## src/hw/rtl/pfc_pkg.sv

```systemverilog
package pfc_pkg;

  localparam int FMT_W  = 5;
  localparam int PIX_W  = 32;
  localparam int SIZE_W = 9;
  localparam int CFG_IDX_W = 2;

  // pixel format codes
  localparam logic [FMT_W-1:0] FMT_ARGB8  = 5'd0;
  localparam logic [FMT_W-1:0] FMT_XRGB8  = 5'd1;
  localparam logic [FMT_W-1:0] FMT_RGB8   = 5'd2;
  localparam logic [FMT_W-1:0] FMT_ABGR8  = 5'd3;
  localparam logic [FMT_W-1:0] FMT_XBGR8  = 5'd4;
  localparam logic [FMT_W-1:0] FMT_BGR8   = 5'd5;
  localparam logic [FMT_W-1:0] FMT_RGBA8  = 5'd6;
  localparam logic [FMT_W-1:0] FMT_RGBX8  = 5'd7;
  localparam logic [FMT_W-1:0] FMT_BGRA8  = 5'd8;
  localparam logic [FMT_W-1:0] FMT_BGRX8  = 5'd9;
  localparam logic [FMT_W-1:0] FMT_ARGB5  = 5'd10;
  localparam logic [FMT_W-1:0] FMT_RGB5   = 5'd11;
  localparam logic [FMT_W-1:0] FMT_ABGR5  = 5'd12;
  localparam logic [FMT_W-1:0] FMT_BGR5   = 5'd13;
  localparam logic [FMT_W-1:0] FMT_RGBA5  = 5'd14;
  localparam logic [FMT_W-1:0] FMT_BGRA5  = 5'd15;
  localparam logic [FMT_W-1:0] FMT_RGB565 = 5'd16;
  localparam logic [FMT_W-1:0] FMT_BGR565 = 5'd17;
  localparam logic [FMT_W-1:0] FMT_L8     = 5'd18;
  localparam logic [FMT_W-1:0] FMT_PAL    = 5'd19;
  localparam logic [FMT_W-1:0] FMT_ANY    = 5'd20;

  // configuration register indexes
  localparam logic [CFG_IDX_W-1:0] CFG_SRC_FMT  = 2'd0;
  localparam logic [CFG_IDX_W-1:0] CFG_DST_FMT  = 2'd1;
  localparam logic [CFG_IDX_W-1:0] CFG_PAL_SIZE = 2'd2;

  // request types
  localparam logic REQ_CONVERT   = 1'b0;
  localparam logic REQ_PAL_WRITE = 1'b1;

  typedef struct packed {
    logic [FMT_W-1:0] src;
    logic [FMT_W-1:0] dst;
  } pfc_fmt_t;

endpackage

```

## src/hw/rtl/pfc_convert.sv

```systemverilog
module pfc_convert (
  input  pfc_pkg::pfc_fmt_t          fmt,
  input  logic [pfc_pkg::PIX_W-1:0]  pixel,
  output logic [pfc_pkg::PIX_W-1:0]  pixel_out
);
  import pfc_pkg::*;

  logic [7:0]       r;
  logic [7:0]       g;
  logic [7:0]       b;
  logic [7:0]       a;
  logic             a1;
  logic             has_color;
  logic [15:0]      lum;
  logic [PIX_W-1:0] packed_pix;

  function automatic logic [7:0] wide5(input logic [4:0] v);
    wide5 = {v, v[4:2]};
  endfunction

  function automatic logic [7:0] wide6(input logic [5:0] v);
    wide6 = {v, v[5:4]};
  endfunction

  // unpack source into 8-bit channels
  always_comb begin
    r = 8'd0;
    g = 8'd0;
    b = 8'd0;
    a = 8'hFF;
    has_color = 1'b1;
    case (fmt.src)
      FMT_ARGB8: begin
        a = pixel[31:24]; r = pixel[23:16]; g = pixel[15:8]; b = pixel[7:0];
      end
      FMT_XRGB8, FMT_RGB8: begin
        r = pixel[23:16]; g = pixel[15:8]; b = pixel[7:0];
      end
      FMT_ABGR8: begin
        a = pixel[31:24]; b = pixel[23:16]; g = pixel[15:8]; r = pixel[7:0];
      end
      FMT_XBGR8, FMT_BGR8: begin
        b = pixel[23:16]; g = pixel[15:8]; r = pixel[7:0];
      end
      FMT_RGBA8: begin
        r = pixel[31:24]; g = pixel[23:16]; b = pixel[15:8]; a = pixel[7:0];
      end
      FMT_RGBX8: begin
        r = pixel[31:24]; g = pixel[23:16]; b = pixel[15:8];
      end
      FMT_BGRA8: begin
        b = pixel[31:24]; g = pixel[23:16]; r = pixel[15:8]; a = pixel[7:0];
      end
      FMT_BGRX8: begin
        b = pixel[31:24]; g = pixel[23:16]; r = pixel[15:8];
      end
      FMT_ARGB5: begin
        a = {8{pixel[15]}};
        r = wide5(pixel[14:10]); g = wide5(pixel[9:5]); b = wide5(pixel[4:0]);
      end
      FMT_RGB5: begin
        r = wide5(pixel[14:10]); g = wide5(pixel[9:5]); b = wide5(pixel[4:0]);
      end
      FMT_ABGR5: begin
        a = {8{pixel[15]}};
        b = wide5(pixel[14:10]); g = wide5(pixel[9:5]); r = wide5(pixel[4:0]);
      end
      FMT_BGR5: begin
        b = wide5(pixel[14:10]); g = wide5(pixel[9:5]); r = wide5(pixel[4:0]);
      end
      FMT_RGBA5: begin
        a = {8{pixel[0]}};
        r = wide5(pixel[15:11]); g = wide5(pixel[10:6]); b = wide5(pixel[5:1]);
      end
      FMT_BGRA5: begin
        a = {8{pixel[0]}};
        b = wide5(pixel[15:11]); g = wide5(pixel[10:6]); r = wide5(pixel[5:1]);
      end
      FMT_RGB565: begin
        r = wide5(pixel[15:11]); g = wide6(pixel[10:5]); b = wide5(pixel[4:0]);
      end
      FMT_BGR565: begin
        b = wide5(pixel[15:11]); g = wide6(pixel[10:5]); r = wide5(pixel[4:0]);
      end
      FMT_L8: begin
        r = pixel[7:0]; g = pixel[7:0]; b = pixel[7:0];
      end
      default: has_color = 1'b0;
    endcase
  end

  assign a1  = |a;
  assign lum = 16'(r) * 16'd55 + 16'(g) * 16'd184 + 16'(b) * 16'd18;

  // repack into destination format
  always_comb begin
    case (fmt.dst)
      FMT_ARGB8:  packed_pix = {a, r, g, b};
      FMT_XRGB8:  packed_pix = {8'hFF, r, g, b};
      FMT_RGB8:   packed_pix = {8'h00, r, g, b};
      FMT_ABGR8:  packed_pix = {a, b, g, r};
      FMT_XBGR8:  packed_pix = {8'hFF, b, g, r};
      FMT_BGR8:   packed_pix = {8'h00, b, g, r};
      FMT_RGBA8:  packed_pix = {r, g, b, a};
      FMT_RGBX8:  packed_pix = {r, g, b, 8'hFF};
      FMT_BGRA8:  packed_pix = {b, g, r, a};
      FMT_BGRX8:  packed_pix = {b, g, r, 8'hFF};
      FMT_ARGB5:  packed_pix = {16'h0, a1, r[7:3], g[7:3], b[7:3]};
      FMT_RGB5:   packed_pix = {16'h0, 1'b0, r[7:3], g[7:3], b[7:3]};
      FMT_ABGR5:  packed_pix = {16'h0, a1, b[7:3], g[7:3], r[7:3]};
      FMT_BGR5:   packed_pix = {16'h0, 1'b0, b[7:3], g[7:3], r[7:3]};
      FMT_RGBA5:  packed_pix = {16'h0, r[7:3], g[7:3], b[7:3], a1};
      FMT_BGRA5:  packed_pix = {16'h0, b[7:3], g[7:3], r[7:3], a1};
      FMT_RGB565: packed_pix = {16'h0, r[7:3], g[7:2], b[7:3]};
      FMT_BGR565: packed_pix = {16'h0, b[7:3], g[7:2], r[7:3]};
      FMT_L8:     packed_pix = {24'h0, lum[15:8]};
      default:    packed_pix = '0;
    endcase
  end

  always_comb begin
    if (fmt.src == fmt.dst) begin
      pixel_out = pixel;
    end else if (!has_color) begin
      pixel_out = '0;
    end else begin
      pixel_out = packed_pix;
    end
  end

endmodule
```

## config.mk

```make
export PLATFORM = sky130hd
export DESIGN_NAME = pfc_convert
export DESIGN_NICKNAME = d
export VERILOG_FILES = /design/src/hw/rtl/pfc_pkg.sv /design/src/hw/rtl/pfc_convert.sv
export SDC_FILE = /design/constraint.sdc
export NUM_CORES = 1
export LEC_CHECK = 0
export ABC_CLOCK_PERIOD_IN_PS = 10700
export BUFFER_PORTS_ARGS = -buffer_cell sky130_fd_sc_hd__buf_2
export CAP_MARGIN = 20
export CORE_ASPECT_RATIO = 0.8
export CORE_MARGIN = 5
export CORE_UTILIZATION = 40
export DETAILED_ROUTE_END_ITERATION = 7
export PLACE_DENSITY = 0.6
export SLEW_MARGIN = 20
export SYNTH_ARGS = -nofsm -noshare
export SYNTH_HDL_FRONTEND = slang
export SYNTH_SLANG_ARGS = --single-unit
```

## constraint.sdc

```tcl
create_clock -name vclk -period 10.7
set_clock_uncertainty 0.1 [all_clocks]
set_input_delay 1.07 -clock vclk [all_inputs]
set_output_delay 1.07 -clock vclk [all_outputs]
set_load 0.01 [all_outputs]
```

==> metrics.md <==
| Metric | Value |
|---|---|
| Drt drc | 0 |
| Placeable core region | roughly 15,000 sq um |
| Mux cell area share after synthesis | 1.09% |
| Main area contributors after synthesis | fa_1, ha_1, inv_1, o21ai_0, nand2_1 |
| Post-CTS Setup Bufs | 0 |
| WL/cell | between 20 and 25 um |
| Worst setup path endpoint | pixel_out[4] |
| WHS | 2.39 ns |
| Slew margin rel. | 30.2% |
| Leakage | 3.06 nW |
| CP Launch Type | primary input |
| Initial DRC count | around 1,100 |
| Die Y | 120 um |
| Gr ovfl total | 0 |
| RePlAce Congestion | 1.09 |
| Fin crit period | 9.72 ns |
| Yosys top cell area share | 15.5% |
| Compound-gate portion of the synthesized area | 34.3% |
| Critical-path maximum fanout | 35 |
| Starting Density | 40.6% |
| CLK BUF | 0 |
| Data required time of the worst path | 9.53 ns |
| Post-route ant nets | 0 |
| Hold depth | 4 |
| # fillers | 1,579 |
| Seq/Total Area, Yosys | 0% |
| Synth Area in Simple Gates | 19.9% |
| Commonest non-fill, non-tap cell in the layout | inv_1 |
| Layout cells sized above 1 | about 12% |
| Seq Cell Count | 0 |
| Area delta synth->final | 6.82% |
| Routed vias | 6,867 |
| Power Density | 213 nW/um^2 |
| VDD IR max | 0.000197 V |
| Die width | 148 um |
| Setup violations, final | 0 |
| Slew Limit Fails | 0 |
| Largest net degree at the start of global routing | between 40 and 50 |
| Xor and xnor fraction of the mapped netlist area | 3.58% |
| Cell variety after synth | 81 |
| Final Hold Viols | 0 |
| Net count, final | about 1,000 |
| RSZ-0062 raised after global routing | false |
| Mapped Cells | 817 |
| Critical path type | primary input to output pin |
| Die area | 17,800 sq um |
| Vias in the first global route | 6,301 |
| Worst Path Arrival | 8.55 ns |
| Post-CTS Resized | 0 |
| Worst slew pin tran | 1.05 ns |
| Worst Setup SP | fmt[9] |
| Layout Cell Area excl Fill | 6490 sq um |
| DRT Wirelength | approximately 24 mm |
| GRT Overall Usage | between 20% and 30% |
| Power Total | 0.00138 W |
| Fin crit share | between 90% and 100% |
| Utilization after layout | 43.4% |
| Port buffer count | 74 |
| Synth area leader | fa_1 |
| Synthesized-area fraction occupied by adder cells | 29.5% |
| Seq. cell area | 0 sq um |
| Drt first pass iters | 7 |
| Crit end category | output pin |
| Post-DP Area | between 6000 and 7000 sq um |
| Setup TNS | 0 ns |
| Mean Syn Cell Area | 7.44 sq um |
| DPL Wire Length | 19.6 mm |
| Syn Nets | 974 |
| Largest family of logic cells by synthesized area | compound AO/OA/AOI/OAI gates |
| Min-Delay Path Class | primary input to output pin |
| Achievable Freq | between 0.1 and 0.15 GHz |
| Inserted Diodes | 0 |
| # Max-Cap Violations | 0 |
| Status | finished clean |
| Hold Buf Count CTS | 0 |
| Synthesis Warnings | 0 |
| Num rows | 40 |
| DR vias/cell | 6.62 |
| Top Ports | 74 |
| Commonest non-fill, non-tap cells in the layout | inv_1, buf_2, ha_1, nand2_1 |
| First-pass GRT wire length | 37.4 mm |
| Initial antenna violation count | 0 |
| Post-Syn Area | 6080 sq um |
layout make-up:
class                      count  area, sq um  share of cell area [%]
inverter                     115          432                    6.65
multi-input combinational    648         5370                    82.7
tap                          189          236                    3.64
timing repair buffer          85          453                    6.98
worst max-delay path: stages:
cell and delay [ns]:
buf_2 0.47, nor3b_1 0.71, a22oi_1 0.20, o2111ai_1 0.71, ha_1 0.37, ha_1 0.32
fa_1 0.46, ha_1 0.33, a21oi_1 0.21, xnor2_1 0.20, fa_1 0.49, fa_1 0.50
fa_1 0.48, inv_1 0.04, ha_1 0.35, a21o_1 0.20, a31o_2 0.22, a21oi_1 0.19
o21ba_2 0.23, a21boi_1 0.11, or3_1 0.32, a31o_1 0.21, buf_2 0.13
cells by family after synthesis:
logic type | Yosys count
simple gates | 221
mux | 6
xor+xnor | 24
compound gates | 282
fa+ha+maj | 115
buf+inv | 169
cell usage after synthesis, types with 5 or more instances:
| cell | n |
|---|---|
| buf_2 | 10 |
| nand2b_1 | 10 |
| a222oi_1 | 16 |
| and3b_1 | 6 |
| xnor2_1 | 13 |
| o2111ai_1 | 5 |
| a32o_1 | 6 |
| xor2_1 | 10 |
| a221o_1 | 8 |
| o21ai_0 | 47 |
| nand3b_1 | 9 |
| nand2_1 | 51 |
| a211oi_1 | 17 |
| buf_1 | 6 |
| nor2b_1 | 11 |
| a21o_1 | 10 |
| ha_1 | 68 |
| nand3_1 | 24 |
| inv_1 | 112 |
| buf_6 | 6 |
| o211ai_1 | 8 |
| a22o_1 | 16 |
| a21oi_1 | 34 |
| nor2_1 | 38 |
| and3_1 | 10 |
| nand4_1 | 6 |
| o22ai_1 | 21 |
| nor3_1 | 15 |
| a22oi_1 | 19 |
| a221oi_1 | 15 |
| and2_1 | 5 |
| clkbuf_1 | 28 |
| fa_1 | 47 |
power breakdown:
part | total (W) | switching (W) | internal [W] | leakage (nW)
Sequential | 0 | 0 | 0 | 0
Combinational | 0.00138 | 0.000803 | 0.000577 | 3.06
Clock | 0 | 0 | 0 | 0
routing by layer:
metal / track usage [%] / up-vias / share of wire (%)
li1: - / 3105 / -
met1: 40.0 / 3272 / 46
met2: 36.8 / 443 / 41
met3: 7.31 / 45 / 12
met4: 4.66 / 2 / 1.9
met5: 2.94 / - / 0.28
through the flow:
step	worst slack, ns	cells
after floorplan	2.08	817
after global placement	1.16	1037
after detailed placement	1.06	1037
after CTS	1.06	1037
after global routing	0.531	1037
final	0.980	1037
worst min-delay path by stage:
stage,startpoint,slack (ns),endpoint
6_report,pixel[28],2.39,pixel_out[28]
4_1_cts,pixel[28],2.39,pixel_out[28]
3_5_place_dp,pixel[28],2.39,pixel_out[28]
5_1_grt,pixel[28],2.41,pixel_out[28]
3_3_place_gp,pixel[28],2.40,pixel_out[28]
2_1_floorplan,pixel[15],2.16,pixel_out[15]
Power figures use the tool's default switching activity.
